===== config.mk =====
export PLATFORM = sky130hd
export DESIGN_NAME = shm_ctrl
export DESIGN_NICKNAME = d
export VERILOG_FILES = /design/src/rtl/core/shm_pkg.sv /design/src/rtl/core/shm_ctrl.sv
export SDC_FILE = /design/constraint.sdc
export NUM_CORES = 1
export LEC_CHECK = 0
export ABC_CLOCK_PERIOD_IN_PS = 5450
export BUFFER_PORTS_ARGS = -buffer_cell sky130_fd_sc_hd__buf_4
export CORE_MARGIN = 2
export CORE_UTILIZATION = 30
export DETAILED_ROUTE_END_ITERATION = 8
export PLACE_DENSITY = 0.6
export SETUP_SLACK_MARGIN = 0.15
export SLEW_MARGIN = 15
export SYNTH_ARGS = -nofsm -noshare
export SYNTH_HDL_FRONTEND = slang
export SYNTH_SLANG_ARGS = --single-unit

===== constraint.sdc =====
create_clock -name clk_i -period 5.45 [get_ports clk_i]
set_clock_uncertainty 0.2 [all_clocks]
set_input_delay 1.3625 -clock clk_i [delete_from_list [all_inputs] [get_ports clk_i]]
set_output_delay 1.3625 -clock clk_i [all_outputs]
set_load 0.02 [all_outputs]

===== src/rtl/core/shm_pkg.sv =====
// ----------------------------------------------------------------------------
// Symbol histogram package
// Shared constants, state encoding and memory control type.
// ----------------------------------------------------------------------------
package shm_pkg;

  // Default sizing of the frequency table.
  localparam int unsigned SymbolsDef    = 256;
  localparam int unsigned CountWidthDef = 32;

  // Fixed field widths of the stream payloads.
  localparam int unsigned SymW      = 8;
  localparam int unsigned OutCountW = 32;
  localparam int unsigned EntryW    = 9;

  // Input transaction kinds carried in tuser.
  localparam logic ModeCount   = 1'b0;
  localparam logic ModeExtract = 1'b1;

  // Controller states.
  typedef enum logic [1:0] {
    StIdle,
    StWrite,
    StScan,
    StFinish
  } shm_state_e;

  // Memory port strobes from the controller.
  typedef struct packed {
    logic rd_en;
    logic wr_en;
    logic clr_en;
  } mem_ctl_t;

endpackage


===== src/rtl/core/shm_ctrl.sv =====
// ----------------------------------------------------------------------------
// Symbol histogram controller
// Sequences count updates and the minimum scan over the count memory.
// ----------------------------------------------------------------------------
module shm_ctrl
  import shm_pkg::*;
#(
  parameter int unsigned Symbols    = SymbolsDef,
  parameter int unsigned CountWidth = CountWidthDef,
  localparam int unsigned AddrW     = $clog2(Symbols)
) (
  input  logic                  clk_i,
  input  logic                  rst_ni,
  // Input stream
  input  logic                  in_valid_i,
  output logic                  in_ready_o,
  input  logic                  in_mode_i,
  input  logic [SymW-1:0]       in_symbol_i,
  // Result stream
  output logic                  out_valid_o,
  input  logic                  out_ready_i,
  output logic [SymW-1:0]       out_symbol_o,
  output logic [OutCountW-1:0]  out_count_o,
  output logic                  out_empty_o,
  output logic [EntryW-1:0]     out_left_o,
  // Memory port
  output mem_ctl_t              mem_ctl_o,
  output logic [AddrW-1:0]      rd_addr_o,
  output logic [AddrW-1:0]      wr_addr_o,
  output logic [CountWidth-1:0] wr_data_o,
  output logic [AddrW-1:0]      clr_addr_o,
  input  logic [CountWidth-1:0] rd_data_i,
  input  logic                  rd_valid_i
);

  localparam logic [CountWidth-1:0] CountMax = {CountWidth{1'b1}};
  localparam logic [AddrW:0]        ScanEnd  = (AddrW+1)'(Symbols);

  shm_state_e state_q, state_d;

  logic [AddrW-1:0]      sym_q, sym_d;
  logic                  op_ok_q, op_ok_d;
  logic [AddrW:0]        scan_q, scan_d;
  logic [AddrW-1:0]      cur_q, cur_d;
  logic                  found_q, found_d;
  logic [AddrW-1:0]      best_sym_q, best_sym_d;
  logic [CountWidth-1:0] best_cnt_q, best_cnt_d;
  logic [EntryW-1:0]     total_q, total_d;

  logic                  out_valid_q, out_valid_d;
  logic [SymW-1:0]       out_sym_q, out_sym_d;
  logic [OutCountW-1:0]  out_cnt_q, out_cnt_d;
  logic                  out_empty_q, out_empty_d;
  logic [EntryW-1:0]     out_left_q, out_left_d;

  logic                  sym_legal;
  logic [CountWidth-1:0] new_cnt;
  logic                  take;
  logic                  out_free;
  logic [63:0]           cnt_wide;

  // Symbol zero and symbols past the table are dropped.
  assign sym_legal = (in_symbol_i != '0) && (EntryW'(in_symbol_i) < EntryW'(Symbols));

  // Saturating increment; an absent entry starts at one.
  assign new_cnt = !rd_valid_i ? CountWidth'(1) :
                   ((rd_data_i == CountMax) ? rd_data_i : rd_data_i + CountWidth'(1));

  // Strict less-than keeps the lowest symbol among equal counts.
  assign take = rd_valid_i && (!found_q || (rd_data_i < best_cnt_q));

  assign out_free = !out_valid_q || out_ready_i;
  assign cnt_wide = 64'(best_cnt_q);

  // Control and payload registers.
  always_ff @(posedge clk_i or negedge rst_ni) begin
    if (!rst_ni) begin
      state_q     <= StIdle;
      total_q     <= '0;
      out_valid_q <= 1'b0;
    end else begin
      state_q     <= state_d;
      total_q     <= total_d;
      out_valid_q <= out_valid_d;
    end
  end

  always_ff @(posedge clk_i) begin
    sym_q       <= sym_d;
    op_ok_q     <= op_ok_d;
    scan_q      <= scan_d;
    cur_q       <= cur_d;
    found_q     <= found_d;
    best_sym_q  <= best_sym_d;
    best_cnt_q  <= best_cnt_d;
    out_sym_q   <= out_sym_d;
    out_cnt_q   <= out_cnt_d;
    out_empty_q <= out_empty_d;
    out_left_q  <= out_left_d;
  end

  // Next state, memory strobes and result loading.
  always_comb begin
    state_d     = state_q;
    sym_d       = sym_q;
    op_ok_d     = op_ok_q;
    scan_d      = scan_q;
    cur_d       = cur_q;
    found_d     = found_q;
    best_sym_d  = best_sym_q;
    best_cnt_d  = best_cnt_q;
    total_d     = total_q;
    out_valid_d = out_valid_q;
    out_sym_d   = out_sym_q;
    out_cnt_d   = out_cnt_q;
    out_empty_d = out_empty_q;
    out_left_d  = out_left_q;
    mem_ctl_o   = '0;
    rd_addr_o   = '0;
    in_ready_o  = 1'b0;

    if (out_valid_q && out_ready_i) begin
      out_valid_d = 1'b0;
    end

    unique case (state_q)
      StIdle: begin
        in_ready_o = 1'b1;
        if (in_valid_i) begin
          if (in_mode_i == ModeCount) begin
            sym_d           = in_symbol_i[AddrW-1:0];
            op_ok_d         = sym_legal;
            mem_ctl_o.rd_en = sym_legal;
            rd_addr_o       = in_symbol_i[AddrW-1:0];
            state_d         = StWrite;
          end else begin
            mem_ctl_o.rd_en = 1'b1;
            rd_addr_o       = '0;
            cur_d           = '0;
            scan_d          = (AddrW+1)'(1);
            found_d         = 1'b0;
            state_d         = StScan;
          end
        end
      end
      StWrite: begin
        if (op_ok_q) begin
          mem_ctl_o.wr_en = 1'b1;
          if (!rd_valid_i) begin
            total_d = total_q + EntryW'(1);
          end
        end
        state_d = StIdle;
      end
      StScan: begin
        if (take) begin
          found_d    = 1'b1;
          best_sym_d = cur_q;
          best_cnt_d = rd_data_i;
        end
        if (scan_q == ScanEnd) begin
          state_d = StFinish;
        end else begin
          mem_ctl_o.rd_en = 1'b1;
          rd_addr_o       = scan_q[AddrW-1:0];
          cur_d           = scan_q[AddrW-1:0];
          scan_d          = scan_q + (AddrW+1)'(1);
        end
      end
      StFinish: begin
        if (out_free) begin
          out_valid_d = 1'b1;
          if (found_q) begin
            mem_ctl_o.clr_en = 1'b1;
            total_d          = total_q - EntryW'(1);
            out_sym_d        = SymW'(best_sym_q);
            out_cnt_d        = cnt_wide[OutCountW-1:0];
            out_empty_d      = 1'b0;
            out_left_d       = total_q - EntryW'(1);
          end else begin
            out_sym_d   = '0;
            out_cnt_d   = '0;
            out_empty_d = 1'b1;
            out_left_d  = '0;
          end
          state_d = StIdle;
        end
      end
      default: begin
        state_d = StIdle;
      end
    endcase
  end

  assign wr_addr_o    = sym_q;
  assign wr_data_o    = new_cnt;
  assign clr_addr_o   = best_sym_q;
  assign out_valid_o  = out_valid_q;
  assign out_symbol_o = out_sym_q;
  assign out_count_o  = out_cnt_q;
  assign out_empty_o  = out_empty_q;
  assign out_left_o   = out_left_q;

endmodule


# [Word level (Yosys, flattened, before mapping)]
# Index checks and enable logic that the tools add are counted.
[totals] word_cells=93 regBits=129
[classes] bitwise=1 n_lt_le_gt_ge=1 muxes=42 reduce_logical=17 add_sub_neg=4 eq_ne=14
[ops] op="32-bit 2-to-1 mux" n=2
[ops] op="9-bit 2-to-1 mux" n=7
[ops] op="8-bit 2-to-1 mux" n=6
[ops] op="9-bit case mux with 2 select lines" n=2
[ops] op="32-bit by 1-bit adder with 32-bit output (second input constant)" n=1
[ops] op="32-bit equality test (second input constant)" n=1
[ops] op="32-bit less-than comparator" n=1
[ops] op="8-bit case mux with 2 select lines" n=2
[ops] op="9-bit by 1-bit adder with 9-bit output (second input constant)" n=2
[ops] op="2-bit != test (second input constant)" n=9
[ops] op="1-bit 2-to-1 mux" n=16
[ops] op="9-bit equality test (second input constant)" n=1
[ops] op="9-bit by 1-bit subtractor with 9-bit output (second input constant)" n=1
[ops] op="2-bit 2-to-1 mux" n=4
[ops] op="2-bit case mux with 4 select lines" n=1
[ops] op="4-bit AND reduction" n=2
[ops] op="8-bit nonzero test" n=1
[ops] op="3-bit AND reduction" n=2
[ops] op="5-bit AND reduction" n=1
[ops] op="2-bit equality test (second input constant)" n=2
[ops] op="1-bit case mux with 2 select lines" n=2
[ops] op="2-bit AND reduction" n=2
[ops] op="2-bit nonzero test" n=2
[ops] op="2-bit by 1-bit equality test with 1-bit output (second input constant)" n=1
[ops] op="5 further kinds" n=8

# [Logic depth before layout (Yosys ltp)]
[depth] ltp_word=5 mapped_depth=9

# [Worst setup path before layout]
# Ideal clock, no wire load.
[synth_path] kind="input to register" start="in rd_data_i[6]" end="reg found_q (enable)" slack_ns=-0.144 arrival_ns=5.091 path_stages=7 setup_ns=0.303 cell_sequence="ha_1 > a21o_1 > a211oi_1 > o21ai_0 > a2111o_1 > a31oi_1 > a31o_2"
[synth_between] elab_chain_cells=5
[synth_rtl] item="from (decl)" line_no="shm_ctrl.sv:32" text="input logic [CountWidth-1:0] rd_data_i,"
[synth_rtl] item="32-bit less-than comparator" line_no="shm_ctrl.sv:70" text="assign take = rd_valid_i && (!found_q || (rd_data_i < best_cnt_q));"
[synth_rtl] item="1-bit logical OR" line_no="shm_ctrl.sv:70"
[synth_rtl] item="1-bit logical AND" line_no="shm_ctrl.sv:70"
[synth_rtl] item="2-bit != test (no source line)"
[synth_rtl] item="4-bit AND reduction (no source line)"
[synth_rtl] item="to (signal assigned)" line_no="shm_ctrl.sv:93" text="found_q <= found_d;"
[synth_rtl] item="to (decl)" line_no="shm_ctrl.sv:45" text="logic found_q, found_d;"
# No other way between the ends.
# A chain may end at the register's enable or synchronous reset.

# [Worst setup path in the final report]
[layout_path] start="in rd_data_i[24]" end="out wr_data_o[29]"
[layout_between] elab_chain_cells=3 word_cells_on_any_way=4 classes_between="add/sub (1); eq/ne (1); mux (2)"
[layout_rtl] item="32-bit by 1-bit adder with 32-bit output or 32-bit equality test (tied branches)" line_no="shm_ctrl.sv:67" text="((rd_data_i == CountMax) ? rd_data_i : rd_data_i + CountWidth'(1));"
[layout_rtl] item="32-bit 2-to-1 mux *" line_no="shm_ctrl.sv:67"
[layout_rtl] item="32-bit 2-to-1 mux *" line_no="shm_ctrl.sv:66" text="assign new_cnt = !rd_valid_i ? CountWidth'(1) :"
[layout_rtl] item="to (decl)" line_no="shm_ctrl.sv:30" text="output logic [CountWidth-1:0] wr_data_o,"
# Mark *: on every way between the ends. The rest lies on a longest branch, timed or not.

==> results.md <==
Power:
- IR analysis of the VDD net gives a maximum drop of 0.000289 V.
- Summed over all nets, the switching power comes to 1.25 mW.
- The part of the total power dissipated in sequential elements is 40.3%.
- The cell area power density is 435 nW/um^2.
- In this run, the combinational gates consume 28.6% of the power.
- The switching power share of the total is 32.5%.
- The cell internal power dissipation is 2.59 mW.
- The leakage power of the design is 3.70 nW.
- The power consumption is 3.84 mW.
- The clock network accounts for 31.2% of the total power.

Routing:
- The antenna violation net count after detailed routing is 0.
- The final route contains 4943 vias.
- Using the TritonRoute via totals, the vias-per-cell ratio works out to 4.75.
- The final routed wire length divided by cell count is 16.7 um.
- The count of routing violations after the opening detailed-route iteration is 220.
- For this run, the detailed router's first-pass iteration total came to 4.
- For this block, the routed nets add up to 17400 um of wire.
- The DRC violations left is 0.

Setup path:
- The critical path's slowest cell is a211o_1.
- In this run the worst setup path begins at rd_data_i[24].
- The sort of element at the end of the critical path is an output port.
- In this run the number of cells on the critical path is 8.
- The critical register-to-register path startpoint is best_cnt_q[6].
- In this run the register-to-register setup slack is 2.47 ns.
- Among the stages of the critical path, the cell type that occurs most often is buf_4.
- Traced cell by cell, the critical path runs through buf_4 > and4_4 > and3_1 > and3_4 > a211o_1 > or3_1 > a21boi_1 > buf_4.
- The critical-path maximum fanout is 11.
- The worst setup path is of the input port to output port kind.
- The buffer and inverter count on the worst path is 2.
- STA puts the critical path data required time at 3.89 ns.
- The worst register-to-register path ends at best_cnt_q[12].
- The endpoint of the most critical setup path is wr_data_o[29].
- The path depth of the worst reg2reg path is 8.
- The worst setup path is launched from an input port.
- In this design, the stage delay of the slowest critical-path cell is 0.36 ns.
- The largest delay contributor family on the critical path is simple AND/OR/NAND/NOR gates.
- STA puts the critical path data arrival time at 3.27 ns.

Floorplan:
- The count of boundary I/O pins is 157.
- Once the floorplan was initialized, standard cells occupied 30.6% of the core.
- In this run the core area contains 54 standard-cell rows.
- The die covers 23500 sq um.
- From left edge to right edge, the die measures 153 um.
- The height of the die is 153 um.
- In this run the standard cell core region covers 21900 sq um.

STA:
- Setup repair after global routing left no endpoint under its margin.
- Adding up every negative setup slack in the final design gives 0 ns.
- Setup slack on the critical path of the routed design comes to 0.614 ns.
- The final number of max-transition violations is 0.
- The final-report hold violation count was 0.
- The minimum clock period is 4.84 ns.
- At the pin with the least slew margin, the transition time is 1.03 ns.
- In this run the tightest slew margin relative to its limit is 30.9%.
- Setup violations remaining at the end of the flow were counted as 0.
- Static timing analysis puts the maximum clock frequency at 0.207 GHz.
- The worst path uses 88.7% of the clock period.

Global routing:
- The overall fraction of global-route tracks in use is 15.0%.
- The via count of the first global-routing pass was 4949.
- The maximum number of pins on one net before global-route repair is 40.
- The number of antenna violations at the first check in global routing was 0.
- The first global-routing pass estimated 27600 um of wire.
- The total overflow left after global routing is 0.

Cells and area:
- The synthesis-to-finish area growth is 31.7%.
- The repair_antennas step left the layout with diodes totalling 0.
- The final-stage net count is 830.
- After the flow finishes, the layout carries non-filler instances totaling 1041.
- The summed area of non-filler cells in the final layout is 8820 sq um.
- The share of cells above drive strength 1 is 26.9%.

Placement:
- The placed instance count is 1009.
- The cell area after placement is 8210 sq um.
- The pre-CTS worst setup slack is 0.627 ns.
- Routability-driven placement finished with a final weighted congestion of 0.820.
- The HPWL after detailed placement is 12600 um.
- Buffers placed on the I/O ports in this run total 156.

CTS:
- The count of buffers added by post-CTS timing repair for setup is 0.
- The insertion delay of the later-clocked pin in the worst-skew pair is 0.41 ns.
- In this run the number of H-tree levels came out at 4.
- The number of clock sinks is 129.
- The maximum buffer depth of the clock tree is 2.
- Gates resized during post-CTS repair numbered 0.
- Hold repair after CTS inserted 0 buffers.
- The CTS tree is built.
- After clock tree synthesis, the clock-pin slew on the worst setup and hold paths is 0.06 ns.
- The cell sitting at the root of the clock tree is a clkbuf_16.
- Buffers inserted during clock tree synthesis total 17.

Synth:
- The distinct cell type count of the synthesized netlist is 58.
- The dominant cell by count in the synthesized netlist is edfxtp_1.
- The number of flops mapped to enable cells by yosys is 117.
- The Yosys step of the flow raised 0 warnings.
- After synthesis, flip-flops and latches occupy 56.9% of the total area.
- Sorting the synthesized cells by how often they occur yields edfxtp_1, nor2_1, nand2_1.
- The post-synthesis average cell area is 11.5 sq um.
- The netlist area before placement is 6700 sq um.
- The number of nets produced by synthesis is 667.
- The synthesized instance count is 585.
- The number of synthesized register bits is 129.
- Of all flip-flops after synthesis, the portion carrying an async set or reset was 9.30%.
- Sorting the synthesized cells by area gives the leading types as edfxtp_1, ha_1, dfrtp_1, nor2_1, and2_1.
- In the synthesized netlist the dominant register cell turns out to be edfxtp_1.
- The largest total area in the synthesized netlist belongs to edfxtp_1.
- The top cell type's share of synthesized area is 52.4%.

Flow run:
- The tool flagged a number of max-cap violations equal to 0.

Min path:
- The path class of the lowest-slack min-delay path is register to register.

Status:
- The flow ran to the end, and the final reports show no timing, DRC or antenna violations.
-- through the flow --
step / hold WS [ns] / util (%)
3_5_place_dp: 0.206 / 37.5
3_3_place_gp: 0.202 / 37.5
5_1_grt: 0.225 / 40.3
4_1_cts: 0.220 / 40.3
2_1_floorplan: 0.200 / -
6_report: 0.217 / 40.3
-- placed cells by master, fill, tap and decap left out, drive strengths merged, types with 5 or more instances in the layout --
cell / netlist / routed
xor2: 21 / 21
edfxtp: 117 / 117
and2: 34 / 34
nor2: 61 / 61
dfrtp: 12 / 12
buf: 5 / 162
a21o: 10 / 10
or3: 10 / 10
and4: 6 / 6
nor3: 8 / 8
a21oi: 22 / 22
clkbuf: 13 / 17
nand2b: 10 / 10
a211oi: 7 / 7
nor4: 5 / 5
inv: 38 / 39
clkinv: 2 / 8
a21boi: 9 / 9
xnor2: 16 / 16
nand4: 16 / 16
o21ai: 19 / 19
nand3: 22 / 22
and3: 12 / 12
nand2: 42 / 42
ha: 36 / 36
-- per-layer routing --
layer / global-route usage (%) / wire length (um) / vias to the layer above
met2: 23.1 / 7860 / 143
li1: - / - / 2454
met5: 0 / 0 / -
met4: 4.06 / 146 / 0
met3: 6.27 / 1500 / 8
met1: 19.6 / 7910 / 2338
-- logic make-up (layout without fill, tap and decap cells) --
family          after synthesis  count (layout)  synth area share (%)
xor+xnor                     37              37                  4.84
buf+inv                      58             234                  3.45
simple gates                235             235                  19.0
fa+ha+maj                    36              36                  6.72
flops                       129             129                  56.9
compound gates               86              86                  8.46
mux                           4               4                 0.598
-- power groups by stage --
| stage | Clock (mW) | Combinational, mW | Sequential, mW |
|---|---|---|---|
| 2_1_floorplan | 0 | 0.642 | 1.58 |
| 3_3_place_gp | 0 | 1.09 | 1.56 |
| 3_5_place_dp | 0 | 1.11 | 1.56 |
| 4_1_cts | 1.23 | 1.11 | 1.55 |
| 5_1_grt | 1.27 | 1.22 | 1.57 |
| 6_report | 1.20 | 1.10 | 1.55 |
-- state kept, by name, indices dropped and copies added, names as in the netlist, 2 cells and up --
name,flops
out_count_o,32
best_cnt_q,32
total_q,9
out_symbol_o,8
clr_addr_o,8
scan_q,9
wr_addr_o,8
out_left_o,9
state_q,2
cur_q,8
-- cell type report --
class,count,area (sq um)
Sequential cell,129,3810
Clock inverter,15,191
Inverter,40,150
Clock buffer,17,425
Fill cell,2148,13100
Multi-Input combinational cell,398,2680
Timing Repair Buffer,162,1220
Tap cell,280,350
-- worst min path at each step --
stage                         end      from  slack, ns  cells past startpoint
floorplan           clr_addr_o[0]  cur_q[0]       0.20                      0
global placement    clr_addr_o[7]  cur_q[7]       0.20                      0
detailed placement  clr_addr_o[0]  cur_q[0]       0.21                      0
CTS                 clr_addr_o[4]  cur_q[4]       0.22                      0
global route        clr_addr_o[3]  cur_q[3]       0.23                      0
finish              clr_addr_o[3]  cur_q[3]       0.22                      0
(Power assumes the default switching activity.)
